===== config.mk =====
export PLATFORM = sky130hd
export DESIGN_NAME = i2c_motor_dac_sequencer_core
export DESIGN_NICKNAME = d
export VERILOG_FILES = /design/src/rtl/imds_pkg.sv /design/src/rtl/i2c_motor_dac_sequencer_core.sv
export SDC_FILE = /design/constraint.sdc
export NUM_CORES = 1
export LEC_CHECK = 0
export ABC_AREA = 1
export BUFFER_PORTS_ARGS = -buffer_cell sky130_fd_sc_hd__buf_4
export CAP_MARGIN = 20
export CORE_ASPECT_RATIO = 0.7
export CORE_MARGIN = 4
export CORE_UTILIZATION = 50
export DETAILED_ROUTE_END_ITERATION = 10
export PLACE_DENSITY = 0.84
export SLEW_MARGIN = 10
export SYNTH_ARGS = -nofsm -noshare
export SYNTH_HDL_FRONTEND = slang
export SYNTH_SLANG_ARGS = --single-unit

===== constraint.sdc =====
create_clock -name clk -period 2.45 [get_ports clk]
set_input_delay 0.245 -clock clk [delete_from_list [all_inputs] [get_ports clk]]
set_output_delay 0.245 -clock clk [all_outputs]
set_load 0.005 [all_outputs]

===== src/rtl/imds_pkg.sv =====
// Package for the I2C motor/DAC sequencer: command and step codes, bus constants
// and the result record. Used by i2c_motor_dac_sequencer_core; no dependencies.
`timescale 1ns / 1ps
`default_nettype none

package imds_pkg;

  localparam int NUM_CONTROLLERS = 4;
  localparam int IDX_W           = 2;
  localparam logic [IDX_W-1:0] IDX_MAX = IDX_W'(NUM_CONTROLLERS - 1);

  localparam logic [7:0] ADDR_MOTOR_WR = 8'h52;
  localparam logic [7:0] ADDR_MOTOR_RD = 8'h53;
  localparam logic [7:0] ADDR_DAC      = 8'h98;
  localparam logic [7:0] DAC_SEL_BASE  = 8'h10;
  localparam logic [7:0] DAC_FIXED     = 8'h80;
  localparam logic [1:0] DAC_LAST_CHAN = 2'd2;

  typedef enum logic [1:0] {
    OP_EVENT = 2'd0,
    OP_MOTOR = 2'd1,
    OP_DAC   = 2'd2,
    OP_RESET = 2'd3
  } op_t;

  typedef enum logic [2:0] {
    CMD_WRITE   = 3'd0,
    CMD_START   = 3'd1,
    CMD_STOP    = 3'd2,
    CMD_RX_ACK  = 3'd3,
    CMD_RX_NACK = 3'd4
  } bus_cmd_t;

  typedef enum logic [3:0] {
    ST_MOT_ADDR  = 4'd0,
    ST_MOT_DATA  = 4'd1,
    ST_MOT_STOP  = 4'd2,
    ST_RD_ADDR   = 4'd3,
    ST_RD_ACK    = 4'd4,
    ST_RD_NACK   = 4'd5,
    ST_RD_STOP   = 4'd6,
    ST_DAC_ADDR  = 4'd7,
    ST_DAC_SEL   = 4'd8,
    ST_DAC_OFFS  = 4'd9,
    ST_DAC_FIXED = 4'd10,
    ST_DAC_STOP  = 4'd11
  } step_t;

  typedef struct packed {
    bus_cmd_t   cmd;
    logic [7:0] tx;
    logic       reload;
    logic       stored;
    logic [2:0] slot;
    logic [7:0] value;
    logic       last;
  } res_t;

  // Builds one bus command; the byte fields are zero where they carry no meaning.
  function automatic res_t mk_res(bus_cmd_t cmd, logic [7:0] tx, logic reload,
                                  logic stored, logic [2:0] slot, logic [7:0] value);
    res_t r;
    r.cmd    = cmd;
    r.tx     = (cmd == CMD_WRITE) ? tx : 8'd0;
    r.reload = reload;
    r.stored = stored;
    r.slot   = stored ? slot : 3'd0;
    r.value  = stored ? value : 8'd0;
    r.last   = 1'b0;
    return r;
  endfunction

endpackage

`default_nettype wire


===== src/rtl/i2c_motor_dac_sequencer_core.sv =====
// I2C master transaction sequencer for four motor controllers and a gyro-offset DAC.
// An item is taken into an input register; once the result buffer is free, its first
// bus command is registered on the output, followed by up to two more, one per cycle
// while out_tready is high. An item causes 1 to 3 bus commands on the single output
// port; the next item waits in the input register meanwhile. Reset (rst_n low,
// synchronous) returns the sequencer to the first motor address step, indices at zero.
`timescale 1ns / 1ps
`default_nettype none

module i2c_motor_dac_sequencer_core (
  input  wire logic        clk,
  input  wire logic        rst_n,
  input  wire logic        in_tvalid,
  output logic             in_tready,
  // [7:0] rx_byte, [15:8] front_cmd, [23:16] rear_cmd, [31:24] right_cmd,
  // [39:32] left_cmd, [47:40] offset_pitch, [55:48] offset_roll, [63:56] offset_yaw
  input  wire logic [63:0] in_tdata,
  // [1:0] op
  input  wire logic [1:0]  in_tuser,
  output logic             out_tvalid,
  input  wire logic        out_tready,
  // [2:0] bus_cmd, [10:3] tx_byte, [11] timeout_reload, [12] rx_stored,
  // [15:13] rx_slot, [23:16] rx_value
  output logic [23:0]      out_tdata,
  output logic             out_tlast
);

  // Input register.
  logic                   inv_r;
  logic [63:0]            in_data_r;
  imds_pkg::op_t          in_op_r;

  // Sequencer state.
  imds_pkg::step_t        step_r, step_nxt;
  logic [imds_pkg::IDX_W-1:0] wi_r, wi_nxt;
  logic [imds_pkg::IDX_W-1:0] ri_r, ri_nxt;
  logic [1:0]             di_r, di_nxt;

  // Result buffer, head at entry zero.
  imds_pkg::res_t         res_r [3];
  imds_pkg::res_t         res_nxt [3];
  logic [1:0]             cnt_r, cnt_nxt;

  imds_pkg::res_t         r0, r1, r2;
  logic [1:0]             n_res;
  logic                   out_fire, buf_free, move;

  logic [7:0] rx_byte, motor_sel, offs_sel;

  // The receive store is only ever written, so it is not kept here: every stored
  // byte leaves on the result channel together with its slot.

  assign out_fire  = out_tvalid && out_tready;
  assign buf_free  = (cnt_r == 2'd0) || ((cnt_r == 2'd1) && out_tready);
  assign move      = inv_r && buf_free;
  assign in_tready = !inv_r || move;

  assign rx_byte = in_data_r[7:0];

  always_comb begin
    case (wi_r)
      2'd0:    motor_sel = in_data_r[15:8];
      2'd1:    motor_sel = in_data_r[23:16];
      2'd2:    motor_sel = in_data_r[31:24];
      default: motor_sel = in_data_r[39:32];
    endcase
    case (di_r)
      2'd0:    offs_sel = in_data_r[47:40];
      2'd1:    offs_sel = in_data_r[55:48];
      2'd2:    offs_sel = in_data_r[63:56];
      default: offs_sel = 8'd0;
    endcase
  end

  always_ff @(posedge clk) begin
    if (!rst_n) begin
      inv_r <= 1'b0;
    end else if (in_tvalid && in_tready) begin
      inv_r <= 1'b1;
    end else if (move) begin
      inv_r <= 1'b0;
    end
  end

  always_ff @(posedge clk) begin
    if (in_tvalid && in_tready) begin
      in_data_r <= in_tdata;
      in_op_r   <= imds_pkg::op_t'(in_tuser);
    end
  end

  always_ff @(posedge clk) begin
    if (!rst_n) begin
      step_r <= imds_pkg::ST_MOT_ADDR;
      wi_r   <= '0;
      ri_r   <= '0;
      di_r   <= '0;
    end else if (move) begin
      step_r <= step_nxt;
      wi_r   <= wi_nxt;
      ri_r   <= ri_nxt;
      di_r   <= di_nxt;
    end
  end

  // Next step and the bus commands for the item in the input register.
  always_comb begin
    step_nxt = step_r;
    wi_nxt   = wi_r;
    ri_nxt   = ri_r;
    di_nxt   = di_r;
    r0 = imds_pkg::mk_res(imds_pkg::CMD_STOP, 8'd0, 1'b0, 1'b0, 3'd0, 8'd0);
    r1 = imds_pkg::mk_res(imds_pkg::CMD_START, 8'd0, 1'b0, 1'b0, 3'd0, 8'd0);
    r2 = imds_pkg::mk_res(imds_pkg::CMD_WRITE, 8'd0, 1'b0, 1'b0, 3'd0, 8'd0);
    n_res = 2'd1;
    unique case (in_op_r)
      imds_pkg::OP_MOTOR: begin
        step_nxt = imds_pkg::ST_MOT_ADDR;
        wi_nxt   = '0;
        r0 = imds_pkg::mk_res(imds_pkg::CMD_START, 8'd0, 1'b0, 1'b0, 3'd0, 8'd0);
      end
      imds_pkg::OP_DAC: begin
        step_nxt = imds_pkg::ST_DAC_ADDR;
        di_nxt   = 2'd0;
        r0 = imds_pkg::mk_res(imds_pkg::CMD_START, 8'd0, 1'b0, 1'b0, 3'd0, 8'd0);
      end
      imds_pkg::OP_RESET: begin
        step_nxt = imds_pkg::ST_MOT_ADDR;
        wi_nxt   = '0;
        ri_nxt   = '0;
        n_res    = 2'd3;
      end
      default: begin
        unique case (step_r)
          imds_pkg::ST_MOT_ADDR: begin
            step_nxt = imds_pkg::ST_MOT_DATA;
            r0 = imds_pkg::mk_res(imds_pkg::CMD_WRITE,
                                  imds_pkg::ADDR_MOTOR_WR + {5'd0, wi_r, 1'b0},
                                  1'b0, 1'b0, 3'd0, 8'd0);
          end
          imds_pkg::ST_MOT_DATA: begin
            step_nxt = imds_pkg::ST_MOT_STOP;
            r0 = imds_pkg::mk_res(imds_pkg::CMD_WRITE, motor_sel, 1'b0, 1'b0, 3'd0, 8'd0);
          end
          imds_pkg::ST_MOT_STOP: begin
            n_res = 2'd2;
            if (wi_r < imds_pkg::IDX_MAX) begin
              wi_nxt   = wi_r + 1'b1;
              step_nxt = imds_pkg::ST_MOT_ADDR;
            end else begin
              wi_nxt   = '0;
              step_nxt = imds_pkg::ST_RD_ADDR;
            end
          end
          imds_pkg::ST_RD_ADDR: begin
            step_nxt = imds_pkg::ST_RD_ACK;
            r0 = imds_pkg::mk_res(imds_pkg::CMD_WRITE,
                                  imds_pkg::ADDR_MOTOR_RD + {5'd0, ri_r, 1'b0},
                                  1'b0, 1'b0, 3'd0, 8'd0);
          end
          imds_pkg::ST_RD_ACK: begin
            step_nxt = imds_pkg::ST_RD_NACK;
            r0 = imds_pkg::mk_res(imds_pkg::CMD_RX_ACK, 8'd0, 1'b0, 1'b0, 3'd0, 8'd0);
          end
          imds_pkg::ST_RD_NACK: begin
            step_nxt = imds_pkg::ST_RD_STOP;
            r0 = imds_pkg::mk_res(imds_pkg::CMD_RX_NACK, 8'd0, 1'b0, 1'b1,
                                  {1'b0, ri_r}, rx_byte);
          end
          imds_pkg::ST_RD_STOP: begin
            step_nxt = imds_pkg::ST_MOT_ADDR;
            ri_nxt   = (ri_r >= imds_pkg::IDX_MAX) ? '0 : ri_r + 1'b1;
            r0 = imds_pkg::mk_res(imds_pkg::CMD_STOP, 8'd0, 1'b1, 1'b1,
                                  {1'b1, ri_r}, rx_byte);
          end
          imds_pkg::ST_DAC_ADDR: begin
            step_nxt = imds_pkg::ST_DAC_SEL;
            r0 = imds_pkg::mk_res(imds_pkg::CMD_WRITE, imds_pkg::ADDR_DAC,
                                  1'b0, 1'b0, 3'd0, 8'd0);
          end
          imds_pkg::ST_DAC_SEL: begin
            step_nxt = imds_pkg::ST_DAC_OFFS;
            r0 = imds_pkg::mk_res(imds_pkg::CMD_WRITE,
                                  imds_pkg::DAC_SEL_BASE + {5'd0, di_r, 1'b0},
                                  1'b0, 1'b0, 3'd0, 8'd0);
          end
          imds_pkg::ST_DAC_OFFS: begin
            step_nxt = imds_pkg::ST_DAC_FIXED;
            r0 = imds_pkg::mk_res(imds_pkg::CMD_WRITE, offs_sel, 1'b0, 1'b0, 3'd0, 8'd0);
          end
          imds_pkg::ST_DAC_FIXED: begin
            step_nxt = imds_pkg::ST_DAC_STOP;
            r0 = imds_pkg::mk_res(imds_pkg::CMD_WRITE, imds_pkg::DAC_FIXED,
                                  1'b0, 1'b0, 3'd0, 8'd0);
          end
          imds_pkg::ST_DAC_STOP: begin
            r0 = imds_pkg::mk_res(imds_pkg::CMD_STOP, 8'd0, 1'b1, 1'b0, 3'd0, 8'd0);
            if (di_r < imds_pkg::DAC_LAST_CHAN) begin
              di_nxt   = di_r + 1'b1;
              step_nxt = imds_pkg::ST_DAC_ADDR;
              n_res    = 2'd2;
            end else begin
              di_nxt   = 2'd0;
              step_nxt = imds_pkg::ST_MOT_ADDR;
            end
          end
          default: begin
            // A step outside the sequence stops the bus and starts over.
            step_nxt = imds_pkg::ST_MOT_ADDR;
            wi_nxt   = '0;
            ri_nxt   = '0;
            r0 = imds_pkg::mk_res(imds_pkg::CMD_STOP, 8'd0, 1'b1, 1'b0, 3'd0, 8'd0);
          end
        endcase
      end
    endcase
  end

  // Result buffer: shifts towards the head as items leave, reloads on a move.
  always_comb begin
    res_nxt[0] = res_r[0];
    res_nxt[1] = res_r[1];
    res_nxt[2] = res_r[2];
    cnt_nxt    = cnt_r;
    if (out_fire) begin
      res_nxt[0] = res_r[1];
      res_nxt[1] = res_r[2];
      cnt_nxt    = cnt_r - 1'b1;
    end
    if (move) begin
      res_nxt[0] = r0;
      res_nxt[1] = r1;
      res_nxt[2] = r2;
      res_nxt[0].last = (n_res == 2'd1);
      res_nxt[1].last = (n_res == 2'd2);
      res_nxt[2].last = (n_res == 2'd3);
      cnt_nxt = n_res;
    end
  end

  always_ff @(posedge clk) begin
    if (!rst_n) begin
      cnt_r <= 2'd0;
    end else begin
      cnt_r <= cnt_nxt;
    end
  end

  always_ff @(posedge clk) begin
    res_r[0] <= res_nxt[0];
    res_r[1] <= res_nxt[1];
    res_r[2] <= res_nxt[2];
  end

  assign out_tvalid = (cnt_r != 2'd0);
  assign out_tlast  = res_r[0].last;
  assign out_tdata  = {res_r[0].value, res_r[0].slot, res_r[0].stored,
                       res_r[0].reload, res_r[0].tx, res_r[0].cmd};

  // The last flag of an item reaches the head only with its final command.
  a_last_final: assert property (@(posedge clk) disable iff (!rst_n)
    out_tvalid && out_tlast |-> cnt_r == 2'd1)
    else $error("last flag shown with further commands pending");

  // Every item moved out of the input register yields at least one command.
  a_move_gives_out: assert property (@(posedge clk) disable iff (!rst_n)
    move |=> out_tvalid)
    else $error("item moved without a bus command");

  // A received byte is stored only with the NACK receive or the closing STOP.
  a_store_cmd: assert property (@(posedge clk) disable iff (!rst_n)
    out_tvalid && res_r[0].stored |->
      res_r[0].cmd == imds_pkg::CMD_RX_NACK || res_r[0].cmd == imds_pkg::CMD_STOP)
    else $error("receive store written by a wrong command");

  // The DAC channel index stays on the three channels.
  a_dac_range: assert property (@(posedge clk) disable iff (!rst_n)
    di_r != 2'd3)
    else $error("DAC channel index out of range");

endmodule

`default_nettype wire


==> results of run 1 <==
-- cell usage in the layout (no fill, tap or decap), types with 2 or more instances in the layout --
master / instances
nor2_4: 4
clkinvlp_4: 2
inv_2: 9
nor2_2: 18
nand2_2: 2
a21oi_1: 28
clkbuf_1: 2
bufinv_16: 2
o21ai_0: 8
nor2_1: 45
clkinv_2: 2
clkbuf_16: 9
o211ai_1: 2
nand3_1: 38
buf_4: 98
nand4_1: 2
inv_1: 39
dfxtp_1: 14
nand3b_1: 2
edfxtp_1: 93
ha_1: 13
nand2_1: 114
-- worst max-delay path, cell delays in order (launching register included) --
cell and delay (ns):
dfxtp_1 0.38, inv_1 0.07, ha_1 0.21, inv_2 0.08, nand2_1 0.07, nand2_2 0.20
clkinv_1 0.25, nor2_1 0.20, inv_1 0.06, buf_4 0.24
-- through the flow --
stage | instances | hold WS [ns] | setup slack (ns)
finish | 675 | 0.07230 | 0.4157
detailed placement | 659 | 0.4242 | 0.4540
floorplan | 468 | 0.3426 | 0.1874
global route | 675 | 0.04933 | 0.2046
CTS | 675 | 0.06125 | 0.4429
global placement | 659 | 0.4231 | 0.5564
-- logic make-up (layout without fill, tap and decap cells) --
logic type | count (synthesis) | in the layout | synth area share
DFF | 107 | 107 | 0.6335
AOI/OAI and AO/OA | 40 | 40 | 0.04307
and+or+nand+nor | 226 | 226 | 0.2053
adders and majority gates | 13 | 13 | 0.03353
buffers and inverters | 82 | 165 | 0.08460
-- worst max path at each step --
stage	startpoint	to	slack, ns	cells after the start
6_report	cnt_r[0]$_SDFFE_PN0P_	res_r[0][12]$_DFFE_PP_	0.42	9
5_1_grt	cnt_r[0]$_SDFFE_PN0P_	res_r[0][14]$_DFFE_PP_	0.20	9
4_1_cts	cnt_r[0]$_SDFFE_PN0P_	res_r[0][4]$_DFFE_PP_	0.44	9
3_5_place_dp	cnt_r[0]$_SDFFE_PN0P_	res_r[0][14]$_DFFE_PP_	0.45	9
3_3_place_gp	cnt_r[0]$_SDFFE_PN0P_	res_r[0][20]$_DFFE_PP_	0.56	9
2_1_floorplan	cnt_r[0]$_SDFFE_PN0P_	in_data_r[0]$_DFFE_PP_	0.19	6
-- routing by layer --
layer	vias to the layer above	wire length (µm)	part of all wire
li1	1679	-	-
met2	141	4675	0.46
met4	0	102	0.010
met3	10	887	0.087
met5	-	0	0
met1	1572	4579	0.45
-- final cells by class --
class                           count  share of cell area
Inverter                           50             0.03271
Clock buffer                       11             0.03976
Tap cell                          124             0.02651
Sequential cell                   107              0.5250
Clock inverter                      5             0.01325
Timing Repair Buffer               99              0.1291
Multi-Input combinational cell    279              0.2336
-- report_power, final --
| part | total, µW | internal (µW) | switching, µW |
|---|---|---|---|
| registers | 2310 | 2220 | 85.6 |
| logic | 684 | 295 | 389 |
| clock network | 1500 | 892 | 610 |
| total | 4500 | 3410 | 1080 |
-- flip-flops by register name (all words and copies together), names as in the netlist --
name	count
in_data_r	64
res_r	28
step_r	4
cnt_r	2
di_r	2
in_op_r	2
ri_r	2
wi_r	2
inv_r	1
==> out/metrics.cfg, run 1 <==
[sta]
max_slew.worst_pin.slew_ns=0.4656
fin_crit_sh=0.8303
slew_headroom=0.6896
rsz0062_at_grt=false
report.final.slew_viol_count=0
fmax_mhz=491.6
fin_setup_tns_ns=0
hold_viol=0
fin_skew_ns=0.006673
min_period_ns=2.034
setup_viol=0

[clocking]
htreeDepth=3
clockRootBuffer=clkbuf_16
cts_inserted_buffers=9
post_cts_buffers=0
cts_tree=yes
ctsHoldBuffers=0
cts_resized=0
clk_latency_ns=0.34
clock_sinks=107
clk_path_buf_depth=2
clk_pin_slew_ns=0.07

[synth]
synth_edf_count=93
ys_seq_elements=107
syn-cell-area_um2=4851
async_flop_share=0
synth_seq_area_share=0.6335
synth_nets=551
synthTopCellsByCount=114 x nand2_1, 93 x edfxtp_1, 45 x nor2_1
synth_area_per_cell_um2=10.37
yosys.area.top_type_share=0.5757
yosysTopAreaCell=edfxtp_1
yosys_warnings=0
yosys-top-cells-area=edfxtp_1 58%, nand2_1 8.8%, dfxtp_1 5.8%, nand3_1 3.9%, buf_4 3.9%
yosysUniqueCellTypes=24
synth_ff_type=edfxtp_1
synth_cells=468
synth.most_common_cell=nand2_1

[cells_and_area]
antenna_cells=0
syn_to_final_growth_pct=20.66
final_area_um2=5853
drive_above_1_share=0.2686
seq_area_um2=3073
nets=629
final_core_util=0.6326
nFillCells=721
multiInputGateArea_um2=1368

[route]
vias=3402
drt-total-wl_mm=10.25
drt_iter0_markers=345
wire_per_inst_um=15.18
drc=0
viasPerCell=5.040
firstDrtPassIters=5
ant_nets=0

[outcome]
status=completed

[floorplan]
die_h_um=90.41
die-area_um2=11370
start_util=0.5243
ios=97
core_um2=9253
dieWidth_um=125.7
rows=29

[global_routing]
grt_pass1_vias=3382
gr-usage-met3=0.05969
grtUsageMet2=0.2865
grt_max_degree=59
grt_pass1_wl_mm=16.81
grt_antenna_before_repair=0
gr-total-overflow=0
grtUsageTotal=0.1881
grt_util_met1=0.2598
busiest_layer=met2

[place]
gp_congestion=0.8603
hpwl_mm=7.589
port_buffers=96
placed_area_um2=5543

[flow_run]
max_cap_violations=0

[worst_hold_path]
hold_class=input port to register
min_delay_path_depth=1
hold_start=in_tdata[55]
worstHoldEndpoint=in_data_r[55]$_DFFE_PP_

[setup_path]
critPathKind=register to register
reg2reg_from=cnt_r[0]$_SDFFE_PN0P_
crit_path_max_fanout=26
rrSetupSlack_ns=0.42
cp.required_ns=2.52
start_kind=register
cp-end-kind=register
cp.arrival_ns=2.10
r2r-end=res_r[0][12]$_DFFE_PP_
r2r_cells=9

[pwr]
p_per_area_nw_per_um2=768.0
p_total_uw=4495
leakage_uw=0.002480
ir_drop_mv=0.4131

Power figures use the tool's default switching activity.
==> run 2: changes to the inputs <==
==> constraint.sdc (replaced) <==
create_clock -name clk -period 1.7 [get_ports clk]
set_input_delay 0.17 -clock clk [delete_from_list [all_inputs] [get_ports clk]]
set_output_delay 0.17 -clock clk [all_outputs]
set_load 0.005 [all_outputs]
==> out/metrics.cfg, run 2 (synthesized netlist as in run 1, its figures left out) <==
[setup_path]
start_kind=register
cp.required_ns=1.80
cp-end-kind=register
crit_path_max_fanout=5
cp.arrival_ns=1.75
critPathKind=register to register

[clocking]
post_cts_buffers=0
cts_tree=yes
htreeDepth=3
clockRootBuffer=clkbuf_16
clk_pin_slew_ns=0.07
cts_inserted_buffers=9
clock_sinks=107
clk_path_buf_depth=2
clk_latency_ns=0.35

[route]
vias=3811
wire_per_inst_um=15.86
ant_nets=0
firstDrtPassIters=5
drc=0
viasPerCell=5.028
drt_iter0_markers=211
drt-total-wl_mm=12.02

[pwr]
leakage_uw=0.002842
p_per_area_nw_per_um2=997.8
ir_drop_mv=0.8049

[cells_and_area]
syn_to_final_growth_pct=39.08
seq_area_um2=3079
layout.cells.non_filler=758
reg.largest.list=in_data_r (64), res_r (28), step_r (4)
multiInputGateArea_um2=1440
nets=712
nFillCells=626
antenna_cells=0
final_core_util=0.7291
final_area_um2=6746
final_common_cell=buf_4
regMostFlops=in_data_r
drive_above_1_share=0.2934
final_cell_mix=113 x buf_4, 112 x nand2_1, 93 x edfxtp_1
largest_register_ffs=64

[global_routing]
gr-total-overflow=0
grtUsageTotal=0.2131
grt_max_degree=50
grt_pass1_vias=3783
grt_pass1_wl_mm=19.06
grt_antenna_before_repair=0

[sta]
fin_crit_sh=0.9678
report.final.slew_viol_count=0
fmax_mhz=607.8
max_slew.worst_pin.slew_ns=0.3905
rsz0062_at_grt=true
fin_ws_ns=0.05471
hold_viol=0
min_period_ns=1.645
fin_setup_tns_ns=0
fin_skew_ns=0.009917
setup_viol=0
slew_headroom=0.7394

[place]
placed_area_um2=5767
place_ws_ns=-0.02942
place_inst=676
gp_congestion=0.8930
hpwl_mm=8.161
port_buffers=96

[worst_hold_path]
hold_class=input port to register

[floorplan]
ios=97
start_util=0.5243
core_um2=9253
rows=29
die_h_um=90.41
die-area_um2=11370
dieWidth_um=125.7

[flow_run]
max_cap_violations=0

[outcome]
status=completed

==> run 2: worst max-delay path, cell delays in order (launching register included) <==
cell     delay, ns
dfxtp_1       0.34
nor2_4        0.17
nand2_2       0.12
nand2_1       0.08
o21ai_0       0.08
ha_1          0.30
nand2_1       0.06
nand3_1       0.07
nor2_1        0.12
nor2_1        0.07
==> run 2: worst paths after layout <==
check	start	end	slack [ns]	cells past startpoint
hold / removal	rst_n	cnt_r[1]$_SDFFE_PN0P_	0.1	3
setup reg to reg	step_r[2]$_SDFFE_PN0P_	res_r[0][16]$_DFFE_PP_	0.05	9
hold reg to reg	res_r[0][47]$_SDFFE_PP1P_	res_r[0][47]$_SDFFE_PP1P_	0.47	2
setup / recovery	step_r[2]$_SDFFE_PN0P_	res_r[0][16]$_DFFE_PP_	0.05	9
==> run 2: area by class of cell <==
type	instances	share of cell area
sequential	107	0.4564
clock inverter	6	0.01020
timing repair buffer	182	0.2326
clock buffer	10	0.03394
multi-input combinational	279	0.2135
inverter	50	0.03042
tap	124	0.02300
==> run 2: report_power, final <==
group | internal, µW | switching, µW | total (µW)
clock | 1160 | 945 | 2100
combinational | 625 | 685 | 1310
sequential | 3210 | 114 | 3320
==> run 2: layer usage <==
layer / vias to the layer above / GRT usage / wire length [µm]
met5: - / 0 / 0
met4: 0 / 0.05505 / 177
met3: 22 / 0.06738 / 950
met2: 142 / 0.3608 / 5925
met1: 1798 / 0.2659 / 4968
li1: 1849 / - / -
==> run 2: stage by stage <==
stage	power (µW)	hold WS (ns)
floorplan	4063	0.2676
global placement	4494	0.3487
detailed placement	4539	0.3492
CTS	6715	0.0006051
global route	7020	0.1045
finish	6731	0.09893
==> run 2: what timing repair did <==
item / 4_1_cts / 5_1_grt
hold buffers: 61 / 5
pin swaps: 0 / 1
endpoints found under the hold margin: 61 / 5
resized for setup: 2 / 10
setup endpoints to repair: 5 / 47
